<file path="config.mk">
export PLATFORM = sky130hd
export DESIGN_NAME = four_level_page_table_walker
export DESIGN_NICKNAME = d
export VERILOG_FILES = /design/src/rtl/core/fptw_pkg.sv /design/src/rtl/core/four_level_page_table_walker.sv
export SDC_FILE = /design/constraint.sdc
export NUM_CORES = 1
export LEC_CHECK = 0
export BUFFER_PORTS_ARGS = -buffer_cell sky130_fd_sc_hd__buf_2
export CORE_MARGIN = 2
export CORE_UTILIZATION = 55
export DETAILED_ROUTE_END_ITERATION = 8
export PLACE_DENSITY = 0.76
export SYNTH_ARGS = -nofsm -noshare
export SYNTH_HDL_FRONTEND = slang
export SYNTH_SLANG_ARGS = --single-unit
export TNS_END_PERCENT = 5
</file>
<file path="constraint.sdc">
create_clock -name i_clk -period 11.8 [get_ports i_clk]
set_clock_uncertainty 0.05 [all_clocks]
set_input_delay 2.36 -clock i_clk [delete_from_list [all_inputs] [get_ports i_clk]]
set_output_delay 2.36 -clock i_clk [all_outputs]
set_load 0.01 [all_outputs]
</file>
<file path="src/rtl/core/fptw_pkg.sv">
`timescale 1ns / 1ps
// ----------------------------------------------------------------------------
// fptw_pkg
// Shared types, constants and codes of the four-level page table walker.
// ----------------------------------------------------------------------------
package fptw_pkg;

    // Entry and address layout
    localparam logic [63:0] FRAME_MASK = 64'h000F_FFFF_FFFF_F000;
    localparam int          IDX_W      = 9;
    localparam int          OFFSET_W   = 12;

    // Register reset values
    localparam logic [63:0] LOAD_BASE_RST  = 64'h0000_0000_04A0_0000;
    localparam logic [63:0] DIRECT_MAP_RST = 64'hFFFF_8880_0000_0000;
    localparam logic [63:0] KERNEL_MAP_RST = 64'hFFFF_FFFF_8000_0000;

    // Configuration port: three 64-bit registers at 8-byte spacing
    localparam int          APB_AW = 5;
    localparam int          APB_DW = 64;
    localparam logic [1:0]  REG_LOAD_BASE  = 2'd0;
    localparam logic [1:0]  REG_DIRECT_MAP = 2'd1;
    localparam logic [1:0]  REG_KERNEL_MAP = 2'd2;

    // Item codes
    localparam logic        OP_START  = 1'b0;
    localparam logic        OP_RESP   = 1'b1;
    localparam logic        KIND_READ = 1'b0;
    localparam logic        KIND_DONE = 1'b1;

    // Walk levels
    localparam logic [1:0]  LVL_ROOT = 2'd0;
    localparam logic [1:0]  LVL_LEAF = 2'd3;

    typedef struct packed {
        logic        opcode;
        logic [63:0] vaddr;
        logic [63:0] root_table_virtual;
        logic [63:0] read_data;
        logic        read_ok;
    } t_in_item;

    typedef struct packed {
        logic        kind;
        logic [63:0] read_address;
        logic [63:0] phys_addr;
        logic        walk_error;
    } t_out_item;

    // 9-bit table index of a virtual address for one level (root first)
    function automatic logic [IDX_W-1:0] level_index(input logic [63:0] va,
                                                     input logic [1:0]  lv);
        logic [IDX_W-1:0] idx;
        case (lv)
            2'd0:    idx = va[47:39];
            2'd1:    idx = va[38:30];
            2'd2:    idx = va[29:21];
            default: idx = va[20:12];
        endcase
        return idx;
    endfunction

endpackage

</file>
<file path="src/rtl/core/four_level_page_table_walker.sv">
`timescale 1ns / 1ps
// ----------------------------------------------------------------------------
// four_level_page_table_walker
// Translates kernel virtual addresses by walking a four-level page table.
// ----------------------------------------------------------------------------
// Usage:
//   Items enter on the s_axis channel. tuser[0] is the opcode: a start item
//   carries vaddr and the root table's kernel virtual address, a response
//   item carries the table entry read from memory and tuser[1] = read_ok.
//   Results leave on the m_axis channel. tuser[0] is the kind: a read request
//   carries the physical entry address in tdata[63:0], a finished walk
//   carries the physical address in tdata[127:64] and tuser[1] = walk_error.
//   A walk is one start item followed by four responses; every start and
//   every response during a walk yields exactly one result, a response with
//   no walk in progress yields none. A start during a walk abandons it.
//   A taken item is held in the input register, then moves on to the
//   result register; one item per cycle is taken while the result register
//   is free or draining, the rate being set by the pass between the two.
//   Reset (synchronous, active low) empties both registers, ends any walk and
//   loads the register reset values. When the receiver stalls, the result is
//   held and the input register still takes one more item before tready
//   drops. The APB port writes the load base, direct_map_base and
//   kernel_map_base at byte addresses 0, 8 and 16; write them only while the
//   block is idle.
// ----------------------------------------------------------------------------
module four_level_page_table_walker
    import fptw_pkg::*;
(
    input  logic               i_clk,
    input  logic               i_rst_n,
    // Input item channel
    input  logic               i_s_axis_tvalid,
    output logic               o_s_axis_tready,
    // tdata: vaddr[63:0], root_table_virtual[127:64], read_data[191:128]
    input  logic [191:0]       i_s_axis_tdata,
    // tuser: opcode[0], read_ok[1]
    input  logic [1:0]         i_s_axis_tuser,
    // Result channel
    output logic               o_m_axis_tvalid,
    input  logic               i_m_axis_tready,
    // tdata: read_address[63:0], phys_addr[127:64]
    output logic [127:0]       o_m_axis_tdata,
    // tuser: kind[0], walk_error[1]
    output logic [1:0]         o_m_axis_tuser,
    // Configuration port
    input  logic               psel,
    input  logic               penable,
    input  logic               pwrite,
    input  logic [APB_AW-1:0]  paddr,
    input  logic [APB_DW-1:0]  pwdata,
    output logic [APB_DW-1:0]  prdata,
    output logic               pready
);

    // Configuration registers
    logic [63:0] r_load_base;
    logic [63:0] r_direct_map;
    logic [63:0] r_kernel_map;

    // Input register and result register
    logic        r_in_valid;
    t_in_item    r_in;
    logic        r_out_valid;
    t_out_item   r_out;

    // Walk state
    logic        r_busy;
    logic [1:0]  r_level;
    logic [63:0] r_saved_vaddr;

    logic        n_busy;
    logic [1:0]  n_level;
    logic [63:0] n_saved_vaddr;
    logic        n_emit;
    t_out_item   n_out;

    logic        advance;
    logic        cfg_wr;
    logic [1:0]  cfg_idx;
    logic [63:0] root_off;
    logic [63:0] root_phys;
    logic [1:0]  next_level;
    logic [63:0] frame;

    // Move the input item on when the result register is free or draining
    assign advance         = r_in_valid && (!r_out_valid || i_m_axis_tready);
    assign o_s_axis_tready = !r_in_valid || advance;

    assign pready  = 1'b1;
    assign cfg_wr  = psel && penable && pwrite && pready;
    assign cfg_idx = paddr[4:3];

    always_comb begin
        unique case (cfg_idx)
            REG_LOAD_BASE:  prdata = r_load_base;
            REG_DIRECT_MAP: prdata = r_direct_map;
            REG_KERNEL_MAP: prdata = r_kernel_map;
            default:        prdata = '0;
        endcase
    end

    // Root conversion: kernel-image map when the root lies at or above its
    // nonzero base (the wrapped difference is then smaller), else the direct map.
    assign root_off   = r_in.root_table_virtual - r_kernel_map;
    assign root_phys  = (r_in.root_table_virtual > root_off)
                        ? root_off + r_load_base
                        : r_in.root_table_virtual - r_direct_map;
    assign next_level = r_level + 2'd1;
    assign frame      = r_in.read_data & FRAME_MASK;

    always_comb begin
        n_busy        = r_busy;
        n_level       = r_level;
        n_saved_vaddr = r_saved_vaddr;
        n_emit        = 1'b0;
        n_out         = '0;
        if (r_in.opcode == OP_START) begin
            // Start a walk, abandoning any in progress
            n_busy             = 1'b1;
            n_level            = LVL_ROOT;
            n_saved_vaddr      = r_in.vaddr;
            n_emit             = 1'b1;
            n_out.kind         = KIND_READ;
            n_out.read_address = root_phys
                                 + {52'd0, level_index(r_in.vaddr, LVL_ROOT), 3'b000};
        end else if (r_busy) begin
            n_emit = 1'b1;
            if (!r_in.read_ok) begin
                // Failed read ends the walk with an error
                n_busy           = 1'b0;
                n_level          = LVL_ROOT;
                n_out.kind       = KIND_DONE;
                n_out.walk_error = 1'b1;
            end else if (r_level != LVL_LEAF) begin
                // Frame bits are clear below bit 12, so the index ORs in
                n_level            = next_level;
                n_out.kind         = KIND_READ;
                n_out.read_address = frame
                    | {52'd0, level_index(r_saved_vaddr, next_level), 3'b000};
            end else begin
                n_busy          = 1'b0;
                n_level         = LVL_ROOT;
                n_out.kind      = KIND_DONE;
                n_out.phys_addr = frame | {52'd0, r_saved_vaddr[OFFSET_W-1:0]};
            end
        end
    end

    // Control state, walk state and configuration
    always_ff @(posedge i_clk) begin
        if (!i_rst_n) begin
            r_in_valid    <= 1'b0;
            r_out_valid   <= 1'b0;
            r_busy        <= 1'b0;
            r_level       <= LVL_ROOT;
            r_saved_vaddr <= '0;
            r_load_base   <= LOAD_BASE_RST;
            r_direct_map  <= DIRECT_MAP_RST;
            r_kernel_map  <= KERNEL_MAP_RST;
        end else begin
            if (o_s_axis_tready) begin
                r_in_valid <= i_s_axis_tvalid;
            end
            if (advance) begin
                r_out_valid   <= n_emit;
                r_busy        <= n_busy;
                r_level       <= n_level;
                r_saved_vaddr <= n_saved_vaddr;
            end else if (i_m_axis_tready) begin
                r_out_valid <= 1'b0;
            end
            if (cfg_wr) begin
                case (cfg_idx)
                    REG_LOAD_BASE:  r_load_base  <= pwdata;
                    REG_DIRECT_MAP: r_direct_map <= pwdata;
                    REG_KERNEL_MAP: r_kernel_map <= pwdata;
                    default: ;
                endcase
            end
        end
    end

    // Payload registers
    always_ff @(posedge i_clk) begin
        if (o_s_axis_tready && i_s_axis_tvalid) begin
            r_in.opcode             <= i_s_axis_tuser[0];
            r_in.read_ok            <= i_s_axis_tuser[1];
            r_in.vaddr              <= i_s_axis_tdata[63:0];
            r_in.root_table_virtual <= i_s_axis_tdata[127:64];
            r_in.read_data          <= i_s_axis_tdata[191:128];
        end
        if (advance && n_emit) begin
            r_out <= n_out;
        end
    end

    assign o_m_axis_tvalid = r_out_valid;
    assign o_m_axis_tdata  = {r_out.phys_addr, r_out.read_address};
    assign o_m_axis_tuser  = {r_out.walk_error, r_out.kind};

endmodule

</file>
==> impl_metrics.ini, run 1 <==
[floorplanning]
fp.dieArea_um2 = 67400
die_w_um = 260
die_y_um = 260
fp.coreArea_um2 = 64600
initial_core_util = 0.557
num_io_pins = 467
num_rows = 93

[detailed_routing]
finalWirelength_mm = 118
drc = 0
drtIter0Drc = 4026
dr_total_vias = 33308
vias_per_cell = 6.14
wl_per_cell_um = 21.7
first_pass_iters = 8
drtAntennaViolNets = 0

[worst_hold_path]
hold_start = r_saved_vaddr[11]$_SDFFE_PN0P_
worstHoldPathType = reg2reg

[critical_path]
endpoint_kind = flip-flop
slowest_stage = or4b_2
crit_required_ps = 12100
start_kind = flip-flop
startpoint = r_in[65]$_DFFE_PP_
crit_family = compound AO/OA/AOI/OAI gates
crit_buf_inv = 4
path_max_fanout = 13
slowest_delay_ps = 710
cp.arrival_ps = 11470
rr_startpoint = r_in[65]$_DFFE_PP_
worstSetupPathType = reg2reg

[global_route]
grt_pass1_vias = 30364
grtUsageTotal = 0.337
antenna_found_initial = 3
grt_overflow = 0
grt_max_degree = 99
grt_pass1_wl_mm = 178

[clock_tree]
cts-hold-fix-buffers = 0
postCtsSetupRepairBufs = 0
insertion_delay_ps = 650
clock_sinks = 517
cts_buffers = 54
cts_root_buf = clkbuf_16
cts_max_level = 2
post_cts_resized = 0
cts_tree = done
cts.path.max_buffers = 3
clkTransAtPathRegs_ps = 60

[synth]
yosys.cell_types.count = 98
synth_ff_type = edfxtp_1
async_flop_share = 0
synth_area_leader_cell = edfxtp_1
synth_edf_count = 272
yosys_warnings = 0
ys_ff_latch = 517
synth_commonest_cells = 747 x nand2_1, 283 x a21oi_1, 272 x edfxtp_1, 267 x ha_1, 247 x inv_1
synth_top_area_frac = 0.227
post-synth-top-count-cell = nand2_1
syn_inst = 4242
synth_area_per_cell_um2 = 8.47
syn_area_um2 = 36000
synth_area_leaders = edfxtp_1 23%, dfxtp_1 14%, ha_1 9.3%, nand2_1 7.8%, a21boi_0 4.2%
ys_seq_area_frac = 0.364

[timing]
min_period_ps = 11180
setup_violations = 0
fmax_mhz = 89.5
worst_pin_slew_ps = 1170
hold_viol = 0
rsz0062_at_grt = false
drv_slew = 0
hold_ws_ps = 412
worst_slew_margin_rel = 0.211
period_share = 0.947
setup-tns-final_ps = 0

[outcome]
outcome = finished clean

[placed_design]
place_hpwl_mm = 92.0
port_buffers = 410
place_congestion = 0.994

[pwr]
p_sw_frac = 0.314
seqPwrFrac = 0.401
p_leak_uw = 0.0168
power.net_switching_uw = 1580
power_density_nw_per_um2 = 124
clkPwrFrac = 0.365
irDropWorstVdd_v = 0.000109
comb_power_share = 0.234
internal_power_uw = 3450

[layout]
syn_to_final_growth_pct = 12.5
layout-drive-gt1-share = 0.133
fillers = 5580
nets = 5067

[flow_run]
maxCapViolations = 0
[tightest hold or removal path: stages, from the launching register on]
cell      delay, ps
dfxtp_1         310
nand2_1          40
a21boi_0         60
[cells in the final DEF, fill, tap and decap left out, types with 23 or more instances in the layout]
master     Yosys  layout
nand2_1      747     747
buf_2         19     408
a21oi_1      283     283
edfxtp_1     272     272
ha_1         267     267
inv_1        247     246
dfxtp_1      245     245
o21ai_0      239     239
nor2_1       205     203
a21boi_0     199     199
xnor2_1      107     107
a21o_1        93      93
mux2i_1       90      90
o211ai_1      89      89
nand3_1       86      86
nand4_1       82      82
xor2_1        80      80
and2_1        76      73
nor3_1        65      64
clkbuf_16      0      57
a31oi_1       41      41
buf_4         15      38
o21a_1        35      35
o21bai_1      34      34
nand2b_1      29      29
a211oi_1      27      27
or3_1         24      23
[state kept, by name, indices dropped and copies added (netlist names)]
name             cells
o_m_axis_tuser       2
frame               40
r_level              2
r_busy               1
r_load_base         64
r_kernel_map        64
r_saved_vaddr       48
o_m_axis_tdata     116
r_in               114
o_m_axis_tvalid      1
r_in_valid           1
r_direct_map        64
[final timing paths]
path / to / slack [ps] / cells past startpoint
worst min-delay path: r_saved_vaddr[11]$_SDFFE_PN0P_ / 410 / 2
worst max register to register: o_m_axis_tdata[38]$_DFFE_PP_ / 620 / 39
worst min register to register: r_saved_vaddr[11]$_SDFFE_PN0P_ / 410 / 2
worst max-delay path: o_m_axis_tdata[38]$_DFFE_PP_ / 620 / 39
[power by group through the flow]
stage / sequential (µW) / clock (µW) / combinational, µW
after detailed placement: 2060 / 0 / 1140
after CTS: 2020 / 1860 / 1150
after floorplan: 2050 / 0 / 786
after global routing: 2020 / 1920 / 1280
after global placement: 2060 / 0 / 1130
final: 2020 / 1840 / 1180
[per-layer routing]
layer / share of wire / wire [µm] / up-vias / track usage
li1: - / - / 15810 / -
met1: 0.46 / 53900 / 15843 / 0.501
met2: 0.43 / 50700 / 1489 / 0.513
met3: 0.087 / 10300 / 162 / 0.0475
met4: 0.024 / 2840 / 4 / 0.0845
met5: 0.00022 / 26 / - / 0
[cells by family after synthesis]
group | Yosys count | share of synthesized area
AND/OR/NAND/NOR | 1450 | 0.187
multiplexers | 101 | 0.0285
adder cells (fa/ha/maj) | 271 | 0.0952
AO/OA/AOI/OAI | 1237 | 0.228
XOR/XNOR | 187 | 0.0456
other | 2 | 0.000209
buffers and inverters | 477 | 0.0521
flip-flops | 517 | 0.364
[stage by stage]
stage | setup WS [ps] | total power (µW) | util | area (µm²) | std cells
after CTS | 717 | 5020 | 0.626 | 40500 | 5427
after global routing | 101 | 5230 | 0.626 | 40500 | 5428
final | 624 | 5030 | 0.626 | 40500 | 5428
after detailed placement | 831 | 3200 | 0.596 | 38500 | 5325
after global placement | 903 | 3190 | 0.596 | 38500 | 5325
after floorplan | 1430 | 2830 | - | 36000 | 4253
[layout make-up]
class                           instances  area, µm²  area share
Multi-Input combinational cell       3259      21100       0.521
Sequential cell                       517      13100       0.323
Timing Repair Buffer                  447       2340      0.0578
Clock buffer                           74       1580      0.0391
Tap cell                              855       1070      0.0264
Inverter                              247        930      0.0230
Clock inverter                         28        372     0.00919
Antenna cell                            1       2.50   0.0000619
(Power assumes the default switching activity.)
==> run 2: changes to the inputs <==
- ABC_CLOCK_PERIOD_IN_PS: unset -> 11800
- RECOVER_POWER: unset -> 25
==> run 2 against run 1 <==
Effect of this change: the run now ends with max-capacitance violations, max-slew violations left; via count is 0.12% higher; final area about the same; die area stayed put; clock-buffer cell count did not move; non-clock buffer count unchanged; final cell count about the same; hold slack better by 0.71 ps; critical path type unchanged; critical endpoint unchanged.
==> impl_metrics.ini, run 2 (synthesis results as in run 1) <==
[outcome]
outcome = finished with violations
violations = max-capacitance violations, max-slew violations

[detailed_routing]
first_pass_iters = 8
finalWirelength_mm = 118
wl_per_cell_um = 21.7
drtAntennaViolNets = 0
drc = 0
vias_per_cell = 6.14
dr_total_vias = 33348
drtIter0Drc = 4128

[critical_path]
cp.arrival_ps = 11510
endpoint_kind = flip-flop
crit_family = compound AO/OA/AOI/OAI gates
reg2reg_depth = 39
crit_cells = 39
slowest_delay_ps = 710
start_kind = flip-flop
path_max_fanout = 13
worstSetupPathType = reg2reg
crit_buf_inv = 4
crit_required_ps = 12090
slowest_stage = or4b_2

[clock_tree]
cts-hold-fix-buffers = 0
cts_root_buf = clkbuf_16
cts_buffers = 54
clock_sinks = 517
postCtsSetupRepairBufs = 0
clkTransAtPathRegs_ps = 60
post_cts_resized = 0
cts.path.max_buffers = 3
cts_max_level = 2
cts_tree = done
insertion_delay_ps = 650

[worst_hold_path]
min_path_cells = 2
worstHoldPathType = reg2reg

[pwr]
p_leak_uw = 0.0167
power_density_nw_per_um2 = 125
irDropWorstVdd_v = 0.000109
p_total_uw = 5030

[global_route]
grt_max_degree = 99
antenna_found_initial = 3
grt_overflow = 0
grtUsageTotal = 0.337
grt_pass1_wl_mm = 178
grt_pass1_vias = 30364

[layout]
fillers = 5597
nets = 5067
final_cell_mix = 747 x nand2_1, 386 x buf_2, 283 x a21oi_1, 272 x edfxtp_1, 267 x ha_1
layout-drive-gt1-share = 0.127
final_common_cell = nand2_1
largest_register_ffs = 116
syn_to_final_growth_pct = 12.4

[floorplanning]
fp.coreArea_um2 = 64600
num_rows = 93
initial_core_util = 0.557
die_y_um = 260
fp.dieArea_um2 = 67400
die_w_um = 260
num_io_pins = 467

[timing]
drv_slew = 144
rsz0062_at_grt = false
period_share = 0.950
worst_pin_slew_ps = 3490
fmax_mhz = 89.2
setup-tns-final_ps = 0
worst_slew_margin_rel = -1.33
min_period_ps = 11220
hold_viol = 0
setup_violations = 0

[placed_design]
place_hpwl_mm = 92.0
port_buffers = 410
place_congestion = 0.994

[flow_run]
maxCapViolations = 3
==> run 2: cell types whose count changed in the layout (fill, tap and decap cells not counted) <==
cell and delta:
nor2_1 +1, buf_2 -22, nor2_2 -1, inv_4 -1, buf_4 -1, clkbuf_1 +23, diode_2 +1, and2_4 -1
and2_0 +34, and2_1 -33, clkinvlp_2 +1
==> run 2: metal layers <==
| metal | GRT usage | wire length [µm] | share of wire |
|---|---|---|---|
| met3 | 0.0475 | 10400 | 0.088 |
| met2 | 0.513 | 51000 | 0.43 |
| met4 | 0.0845 | 2730 | 0.023 |
| met1 | 0.501 | 53600 | 0.46 |
| met5 | 0 | 26 | 0.00022 |
==> run 2: worst paths after layout <==
| kind | start | to | slack [ps] |
|---|---|---|---|
| worst min register to register | r_saved_vaddr[11]$_SDFFE_PN0P_ | r_saved_vaddr[11]$_SDFFE_PN0P_ | 410 |
| worst min-delay path | r_saved_vaddr[11]$_SDFFE_PN0P_ | r_saved_vaddr[11]$_SDFFE_PN0P_ | 410 |
| worst max register to register | r_in[65]$_DFFE_PP_ | o_m_axis_tdata[38]$_DFFE_PP_ | 580 |
| worst max-delay path | r_in[65]$_DFFE_PP_ | o_m_axis_tdata[38]$_DFFE_PP_ | 580 |
==> run 2: worst min-delay path, delay by kind of cell, from the launching register on <==
family,cells,cell delay [ps]
AND/OR/NAND/NOR,1,40
AO/OA/AOI/OAI,1,60
flip-flops,1,310
==> run 2: stage by stage <==
step / std cells / area [µm²] / setup slack [ps] / hold slack, ps / util
after floorplan: 4253 / 36000 / 1430 / 389 / -
after global placement: 5325 / 38500 / 903 / 398 / 0.596
after detailed placement: 5325 / 38500 / 831 / 405 / 0.596
after CTS: 5427 / 40500 / 717 / 413 / 0.626
after global routing: 5428 / 40400 / 101 / 439 / 0.626
final: 5429 / 40400 / 584 / 413 / 0.626
==> run 2: area by class of cell <==
type	count	area (µm²)	share of cell area
flip-flops and latches	517	13100	0.323
clock buffers	74	1580	0.0391
inverters	247	928	0.0230
clock inverters	28	372	0.00919
repair buffers	447	2310	0.0571
multi-input cells	3259	21100	0.522
well taps	855	1070	0.0265
diodes	2	5.00	0.000124
==> run 2: report_power, final <==
group | switching (µW) | internal (µW)
clock | 777 | 1060
sequential | 49.1 | 1970
combinational | 756 | 418
